### src/rtl/ile_pkg.sv
// ----------------------------------------------------------------------------
// ile_pkg
// Shared types and constants for the indexed list engine.
// ----------------------------------------------------------------------------
`default_nettype none

package ile_pkg;

   localparam int DATA_W   = 32;
   localparam int POS_W    = 16;
   localparam int OP_W     = 3;
   localparam int ST_W     = 2;
   // cells per first-level group of the read gather
   localparam int SEG_SIZE = 16;

   typedef enum logic [OP_W-1:0] {
      OP_READ     = 3'd0,
      OP_INS_HEAD = 3'd1,
      OP_INS_TAIL = 3'd2,
      OP_INS_POS  = 3'd3,
      OP_DELETE   = 3'd4
   } op_type;

   typedef enum logic [ST_W-1:0] {
      ST_DONE  = 2'd0,
      ST_RANGE = 2'd1,
      ST_FULL  = 2'd2
   } status_type;

   typedef enum logic [1:0] {
      S_IDLE   = 2'd0,
      S_EXEC   = 2'd1,
      S_FINISH = 2'd2
   } state_type;

   // broadcast to every cell of the row
   typedef struct packed {
      logic              ins;
      logic              del;
      logic [POS_W-1:0]  pos;
      logic [DATA_W-1:0] data;
   } cell_cmd_type;

endpackage

`default_nettype wire

### src/rtl/ile_cell.sv
// ----------------------------------------------------------------------------
// ile_cell
// One list slot. Holds, loads the new value, or takes a neighbor's value.
// ----------------------------------------------------------------------------
`default_nettype none

module ile_cell #(
   parameter int INDEX = 0
) (
   input  wire logic                         clock,
   input  wire ile_pkg::cell_cmd_type        cmd,
   input  wire logic [ile_pkg::DATA_W-1:0]   left_value,
   input  wire logic [ile_pkg::DATA_W-1:0]   right_value,
   output logic [ile_pkg::DATA_W-1:0]        value
);

   localparam logic [ile_pkg::POS_W-1:0] MY_POS = ile_pkg::POS_W'(INDEX);

   logic [ile_pkg::DATA_W-1:0] value_ff;
   logic [ile_pkg::DATA_W-1:0] value_in;

   always_comb begin
      value_in = value_ff;
      if (cmd.ins) begin
         if (MY_POS == cmd.pos) begin
            value_in = cmd.data;
         end else if (MY_POS > cmd.pos) begin
            value_in = left_value;
         end
      end else if (cmd.del && (MY_POS >= cmd.pos)) begin
         value_in = right_value;
      end
   end

   always_ff @(posedge clock) begin
      value_ff <= value_in;
   end

   assign value = value_ff;

endmodule

`default_nettype wire

### config.mk
export PLATFORM = sky130hd
export DESIGN_NAME = ile_cell
export DESIGN_NICKNAME = d
export VERILOG_FILES = /design/src/rtl/ile_pkg.sv /design/src/rtl/ile_cell.sv
export SDC_FILE = /design/constraint.sdc
export NUM_CORES = 1
export LEC_CHECK = 0
export BUFFER_PORTS_ARGS = -buffer_cell sky130_fd_sc_hd__buf_2
export CAP_MARGIN = 20
export CORE_UTILIZATION = 30
export CTS_BUF_LIST = sky130_fd_sc_hd__clkbuf_16
export DETAILED_ROUTE_END_ITERATION = 12
export SYNTH_ARGS = -nofsm -noshare
export SYNTH_HDL_FRONTEND = slang
export SYNTH_SLANG_ARGS = --single-unit
### constraint.sdc
create_clock -name clock -period 9.9 [get_ports clock]
set_clock_uncertainty 0.15 [all_clocks]
set_input_delay 0.99 -clock clock [delete_from_list [all_inputs] [get_ports clock]]
set_output_delay 0.99 -clock clock [all_outputs]
set_load 0.05 [all_outputs]
==> impl_results.md, run 1 <==
- Status: finished, final reports clean
- Synth top area cells: edfxtp_1, o221ai_1, o41ai_1
- PostCTS Resize Cnt: 0
- Mapped Cells: 230
- Flop pwr share: 43.0%
- Net Sw Power: around 79 µW
- Vias/cell: between 4 and 5
- RSZ-0062 raised after global routing: no
- Fin crit share: about two fifths
- Multiplexer share of the synthesized area: 0%
- GRT busiest layer: met2
- Initial antenna violation count: 0
- Critical path type: in -> reg
- Critical Path Sink: value[24]
- TNS Setup: 0 ps
- Worst-margin pin slew: 1120 ps
- Cell internal pwr: 270 µW
- Antenna viol nets, final: 0
- Post-synth EDFFs: 32
- PD cells: around 120 nW/µm²
- Row count: 30
- Hold Buf Count CTS: 0
- Nets@finish: 470
- Largest family of logic cells by synthesized area: compound AO/OA/AOI/OAI gates
- Remaining global-route overflow: 0
- H-tree levels: 2
- Die area: between 7000 and 8000 µm²
- Port Buffers: roughly 150
- 1st-iter DRT viols: a little over 70
- Switching Fraction: between 20% and 30%
- Number of global-route vias before repair: 2071
- Global-route met1 utilization: around a fifth
- CTS Buf Count: 5
- Setup bufs post-CTS: 0
- Post-synth top area share: 44.5%
- Ys async rst share: 0%
- Max frequency: 0.244 GHz
- Combinational power share: ~16%
- GPL Wtd Cong: roughly 0.72
- First-pass GRT wire length: 9390 µm
- Largest net degree at the start of global routing: about 100
- Startpoint Class: input port
- Primary FF master, synth: edfxtp_1
- DR DRC count: 0
- Layout Utilization: between 40% and 50%
- Reg clk slew, reported paths: 50 ps
- Die Ht: just under 90 µm
- Synthesized-area fraction occupied by adder cells: 0%
- Compound-cell area share of the yosys netlist: about a quarter
- TritonRoute pass-1 iters: 4
- Design Power: between 300 and 400 µW
- Syn_area_per_cell: ~9.4 µm²
- Slew Viols, Final: 0
- I/O Pins: 147
- WL final: about 6300 µm
- Hold Fails Final Rpt: 0
- Req. time, crit path: slightly below 10000 ps
- Wire length per cell: around 14 µm
- Hold Path Class: in -> reg
- GRT Util Overall: 16.1%
- Chip Width: slightly below 90 µm
- Sink Count: 32
- CP startpoint: cmd[37]
- Via count: roughly 2200
- Post-synthesis xor/xnor area fraction: 0%
- Max_cap viols: 0
- Layout area overhead: 40.3%
- Peak supply drop: approximately 59 µV
- Initial Util: 31.4%
- Post-Syn Nets: around 350
- Worst Path Max Fanout: 33
- Biggest area consumer among synthesized cells: edfxtp_1
- Met3 GRT Util: under 10%
- WP data arrival: 3840 ps
- Fin crit period: between 4000 and 5000 ps
- Final HPWL DP: about 4400 µm
- Max reg flops: 32
- Hold slack: around 930 ps
- Clock power share: between 40% and 50%
- Netlist Area Pre-Place: between 2000 and 2500 µm²
- Final setup vio count: 0
- Hold Path Depth: 3
- Endpoint class of the critical path: flop
- Yosys reg bits: 32
- Yosys Warn Count: 0
- Standard cell core area: a little under 7000 µm²
- Bufs on Longest Clock Path: 2
- Synth Area in Simple Gates: roughly 17%
- Ratio of cells with drive above 1 in the final layout: a little over two fifths
- Worst slew margin: between 20% and 30%
- CTS tree: yes
- Clock Root Buffer: clkbuf_16
- Static leakage power: approximately 1.4 nW
- Met2 GRT Util: 28.5%
- Post-synthesis sequential area ratio: between 40% and 50%
- Synth unique cells: 12
- Diode count: 0
[power groups by stage]
stage               Sequential, mW  Combinational (mW)  Clock [mW]
floorplan                    0.153              0.0287           0
global placement             0.153              0.0549           0
detailed placement           0.153              0.0551           0
CTS                          0.150              0.0556       0.146
global route                 0.150              0.0615       0.151
finish                       0.150              0.0551       0.144
[worst max-delay path, cell delays in order]
cell,delay [ps]
buf_2,90
or4_1,1010
or4_4,900
nor2_4,810
[worst min path at each step]
stage            start   endpoint
2_1_floorplan  cmd[30]  value[30]
4_1_cts        cmd[14]  value[14]
3_3_place_gp   cmd[14]  value[14]
6_report       cmd[14]  value[14]
3_5_place_dp    cmd[7]   value[7]
5_1_grt         cmd[7]   value[7]
[through the flow]
step                cells  setup WS (ps)  area (µm²)
finish                452           5810        3030
global route          452           5660        3030
CTS                   452           5800        3030
detailed placement    444           5530        2890
global placement      444           5590        2890
floorplan             230           5520        2160
[final cells by class]
class	instances	area [µm²]
Clock buffer	5	125
Clock inverter	3	11.3
Fill cell	719	3840
Inverter	32	120
Multi-Input combinational cell	135	937
Sequential cell	32	961
Tap cell	96	120
Timing Repair Buffer	149	753
[logic make-up (layout without fill, tap and decap cells)]
group / Yosys count / after routing
and+or+nand+nor: 71 / 71
AOI/OAI and AO/OA: 64 / 64
buffers and inverters: 63 / 189
DFF: 32 / 32
[metal layers]
layer / part of all wire [%] / wire length [µm] / vias to the layer above
met1: 43 / 2690 / 1018
met5: 0 / 0 / -
li1: - / - / 1116
met4: 1.1 / 69 / 0
met2: 50 / 3130 / 91
met3: 6.5 / 412 / 4
[cells in the final DEF (no fill, tap or decap), drive strengths merged, types with 2 or more instances in the layout]
master,instances
and2,32
o41ai,32
clkbuf,5
or4,5
o221ai,32
nor2,2
inv,34
edfxtp,32
buf,149
nand2,32
Note: power is estimated with default switching activity, not from simulation.
==> inputs of run 2 (changes only) <==
==> constraint.sdc (replaced) <==
create_clock -name clock -period 4.01 [get_ports clock]
set_clock_uncertainty 0.15 [all_clocks]
set_input_delay 0.401 -clock clock [delete_from_list [all_inputs] [get_ports clock]]
set_output_delay 0.401 -clock clock [all_outputs]
set_load 0.05 [all_outputs]
==> impl_results.md, run 2 (same netlist as run 1, synthesis figures left out) <==
- CTS Buf Count: 5 (unchanged)
- Max frequency: about 0.35 GHz
- Status: finished, final reports clean
- Ratio of cells with drive above 1 in the final layout: 44.3% (+0.47 points)
- Clock power share: 40.4% (-0.8 points)
- Initial Util: 31.4% (unchanged)
- First-pass GRT wire length: 9900 µm (+5.4%)
- Via count: 2236 (+0.31%)
- Commonest cells after routing, fill and taps aside: buf_2, inv_1
- Worst slew margin: 58.8% (+34 points)
- Fin crit period: between 2000 and 3000 ps
- GRT Util Overall: 17.1% (+0.98 points)
- Sink Count: 32 (unchanged)
- TNS Setup: 0 ps (unchanged)
- Row count: 30 (unchanged)
- Hold Fails Final Rpt: 0 (unchanged)
- Diode count: 0 (unchanged)
- Hold slack: 342 ps (-587 ps)
- Die area: 7540 µm² (unchanged)
- I/O Pins: 147 (unchanged)
- Remaining global-route overflow: 0 (unchanged)
- Cell internal pwr: 668 µW (+150%)
- Wire length per cell: 14.5 µm (+3.9%)
- Fin crit share: between 70% and 80%
- Worst Path Max Fanout: 33 (unchanged)
- Slew Viols, Final: 0 (unchanged)
- WP data arrival: 2670 ps (-1170 ps)
- TritonRoute pass-1 iters: 4 (unchanged)
- Combinational power share: 16.0% (+0.2 points)
- Max reg flops: 32 (unchanged)
- WL final: 6600 µm (+4.6%)
- Hold Path Class: in -> reg
- Die Ht: 86.8 µm (unchanged)
- Startpoint Class: input port
- Number of global-route vias before repair: 2110 (+1.9%)
- Fill count: 713 (-0.83%)
- Nets@finish: 473 (+0.64%)
- GPL Wtd Cong: 0.743 (+3.2%)
- Clock Root Buffer: clkbuf_16
- CTS tree: yes
- Bufs on Longest Clock Path: 2 (unchanged)
- Peak supply drop: 146 µV (+150%)
- 1st-iter DRT viols: 58 (-18%)
- PostCTS Resize Cnt: 0 (unchanged)
- Antenna viol nets, final: 0 (unchanged)
- Switching Fraction: 21.6% (-0.91 points)
- H-tree levels: 2 (unchanged)
- Standard cell core area: 6870 µm² (unchanged)
- Hold Buf Count CTS: 0 (unchanged)
- Net Sw Power: 184 µW (+130%)
- RSZ-0062 raised after global routing: no
- Final setup vio count: 0 (unchanged)
- Layout area overhead: 41.3%
- Vias/cell: 4.91 (-0.35%)
- Chip Width: 86.8 µm (unchanged)
- Max_cap viols: 0 (unchanged)
- Worst-margin pin slew: 618 ps (-505 ps)
- Largest net degree at the start of global routing: 59 (-40%)
- Endpoint class of the critical path: flop
- Port Buffers: 146 (unchanged)
- Area occupied by multi-input gates: 937 µm² (unchanged)
- Flop pwr share: 43.6% (+0.6 points)
- PD cells: 279 nW/µm² (+140%)
- Static leakage power: 1.36 nW (+1.0%)
- Critical path type: in -> reg
- Register area: 961 µm² (unchanged)
- Design Power: 852 µW (+140%)
- Initial antenna violation count: 0 (unchanged)
- Reg clk slew, reported paths: 50 ps (about the same)
- Final HPWL DP: 4610 µm (+5.9%)
- Req. time, crit path: 3810 ps (-5830 ps)
- DR DRC count: 0 (unchanged)
- Commonest non-fill, non-tap cell in the layout: buf_2
- Setup bufs post-CTS: 0 (unchanged)
-- run 2: cell types whose count changed in the layout (fill, tap and decap cells not counted), sizes merged --
cell,change
buf,+3
-- run 2: final timing paths --
kind | to | cells after the start | start | slack (ps)
setup / recovery | value[20] | 5 | cmd[45] | 1140
hold / removal | value[29] | 3 | cmd[29] | 340
-- run 2: stage by stage --
step / setup slack (ps) / std cells / utilization, % / cell area, µm²
floorplan: 222 / 230 / - / 2160
global placement: 826 / 447 / 42.4 / 2910
detailed placement: 806 / 447 / 42.4 / 2910
CTS: 1090 / 455 / 44.4 / 3050
global route: 1030 / 455 / 44.4 / 3050
finish: 1140 / 455 / 44.4 / 3050
-- run 2: layout make-up --
| cell class | count | share of cell area [%] |
|---|---|---|
| Tap cell | 96 | 3.94 |
| Inverter | 32 | 3.94 |
| Timing Repair Buffer | 152 | 25.4 |
| Clock buffer | 5 | 4.10 |
| Sequential cell | 32 | 31.5 |
| Clock inverter | 3 | 0.369 |
| Multi-Input combinational cell | 135 | 30.7 |
-- run 2: power by group through the flow --
stage	combinational, mW	clock (mW)	sequential (mW)
2_1_floorplan	0.0708	0	0.378
3_3_place_gp	0.136	0	0.378
3_5_place_dp	0.137	0	0.378
4_1_cts	0.138	0.356	0.371
5_1_grt	0.153	0.365	0.371
6_report	0.136	0.344	0.371
-- run 2: worst max-delay path, stage by stage --
cell	delay (ps)
buf_2	100
or4_1	580
or4_4	790
nor2_4	420
buf_4	360
-- run 2: metal layers --
| metal | GRT usage, % | wire [µm] | vias up | share of wire (%) |
|---|---|---|---|---|
| met5 | 0 | 0 | - | 0 |
| met4 | 4.55 | 73 | 0 | 1.1 |
| met3 | 2.95 | 454 | 7 | 6.9 |
| met2 | 31.4 | 3310 | 94 | 50 |
| met1 | 20.3 | 2760 | 1011 | 42 |
| li1 | - | - | 1124 | - |
==> inputs of run 3 (changes only) <==
==> constraint.sdc (replaced) <==
create_clock -name clock -period 2.7 [get_ports clock]
set_clock_uncertainty 0.15 [all_clocks]
set_input_delay 0.27 -clock clock [delete_from_list [all_inputs] [get_ports clock]]
set_output_delay 0.27 -clock clock [all_outputs]
set_load 0.05 [all_outputs]
==> impl_results.md, run 3 (same netlist as run 1, synthesis figures left out) <==
- Slew Viols, Final: 0 (unchanged)
- Design Power: 1.27 mW (+50%)
- Worst path max stage delay: 580 ps (-210 ps)
- Startpoint Class: input port
- Ratio of cells with drive above 1 in the final layout: 45.3% (+1.0 points)
- Layout area overhead: 43.2%
- Max reg flops: 32 (unchanged)
- Wire length per cell: 14.2 µm (-2.0%)
- Hold slack: 211 ps (-131 ps)
- Chip Width: 86.8 µm (unchanged)
- Die area: 7540 µm² (unchanged)
- Critical path type: in -> reg
- Fin crit share: between 70 and 80%
- DR DRC count: 0 (unchanged)
- CP max-delay cell: or4_4
- Hold Path Class: in -> reg
- Static leakage power: 1.38 nW (+1.4%)
- Clock Root Buffer: clkbuf_16
- Endpoint class of the critical path: flop
- WL final: 6500 µm (-1.4%)
- Hold Buf Count CTS: 0 (unchanged)
- Max frequency: about 0.48 GHz
- Standard cell core area: 6870 µm² (unchanged)
- Commonest cells after routing, fill and taps aside: buf_2, inv_1
- RSZ-0062 raised after global routing: no
- PD cells: 412 nW/µm² (+48%)
- PostCTS Resize Cnt: 0 (unchanged)
- Vias/cell: 4.91 (-0.12%)
- TritonRoute pass-1 iters: 4 (unchanged)
- Pre-CTS WS: 305 ps (-501 ps)
- 1st-iter DRT viols: 95 (+64%)
- Max_cap viols: 0 (unchanged)
- Nets@finish: 477 (+0.85%)
- Diode count: 0 (unchanged)
- I/O Pins: 147 (unchanged)
- Worst-path cell chain: buf_2, or4_1, or4_4, nor2_4, buf_4
- Setup bufs post-CTS: 0 (unchanged)
- First-pass GRT wire length: 9980 µm (+0.77%)
- Remaining global-route overflow: 0 (unchanged)
- Largest net degree at the start of global routing: 46 (-22%)
- Placed Cells: 451 (+0.89%)
- Req. time, crit path: 2510 ps (-1300 ps)
- Sink Count: 32 (unchanged)
- Worst Path Max Fanout: 15 (-55%)
- Fin crit period: approximately 2100 ps
- Dpl cell area: 2960 µm² (+1.5%)
- Worst-margin pin slew: 390 ps (-228 ps)
- GPL Wtd Cong: 0.688 (-7.4%)
- Final worst setup slack: 619 ps (-522 ps)
- Bufs on Longest Clock Path: 2 (unchanged)
- Layout Utilization: 45.0% (+0.58 points)
- Die Ht: 86.8 µm (unchanged)
- Finished Cell Area: 3090 µm² (+1.3%)
- Top Family by Delay on Critical Path: simple AND/OR/NAND/NOR gates
- Fill count: 722 (+1.3%)
- Worst path bufs/invs: 2 (unchanged)
- WP data arrival: 1890 ps (-780 ps)
- Initial antenna violation count: 0 (unchanged)
- Commonest non-fill, non-tap cell in the layout: buf_2
- Initial Util: 31.4% (unchanged)
- Worst slew margin: 74.0% (+15 points)
- Status: finished, final reports clean
- Row count: 30 (unchanged)
- Hold Fails Final Rpt: 0 (unchanged)
- Antenna viol nets, final: 0 (unchanged)
- CTS tree: yes
- H-tree levels: 2 (unchanged)
- TNS Setup: 0 ps (unchanged)
- Final cell count without fillers: 458 (+0.66%)
- Via count: 2248 (+0.54%)
- Final setup vio count: 0 (unchanged)
- Peak supply drop: 192 µV (+32%)
- Number of global-route vias before repair: 2214 (+4.9%)
- GRT Util Overall: 17.2% (+0.16 points)
- Port Buffers: 146 (unchanged)
- Final HPWL DP: 4600 µm (-0.13%)
- CTS Buf Count: 5 (unchanged)
- Reg clk slew, reported paths: 50 ps (about the same)
## run 3: changes by cell type in the layout (fill, tap and decap cells not counted)
| cell | delta |
|---|---|
| inv_1 | -1 |
| clkinv_2 | +1 |
| buf_12 | +1 |
| clkinv_1 | -1 |
| buf_4 | +3 |
## run 3: report_power, final
group	switching (mW)	internal [mW]	leakage (nW)	total (mW)
Clock	0.189	0.330	0.0709	0.519
Sequential	0.00000251	0.551	0.278	0.551
Combinational	0.0924	0.111	1.04	0.204
Total	0.281	0.993	1.38	1.27
## run 3: layer usage
layer,share of wire [%],global-route usage [%],vias up
li1,-,-,1128
met1,42,20.8,1010
met2,50,30.6,108
met3,7.5,3.90,2
met4,0.71,4.70,0
met5,0,0,-
## run 3: layout make-up
cell class | count | area (µm²) | share of cell area, %
Clock buffer | 5 | 125 | 4.05
Timing Repair Buffer | 156 | 818 | 26.5
Sequential cell | 32 | 961 | 31.1
Inverter | 32 | 120 | 3.89
Multi-Input combinational cell | 135 | 937 | 30.3
Clock inverter | 2 | 8.76 | 0.283
Tap cell | 96 | 120 | 3.89
## run 3: final timing paths
check / startpoint / depth (start not counted) / slack, ps / endpoint
worst min-delay path: cmd[19] / 3 / 210 / value[19]
worst max-delay path: cmd[38] / 5 / 620 / value[2]
## run 3: tightest hold or removal path, stage by stage
cell,delay (ps)
buf_2,80
nand2_1,40
o221ai_1,130
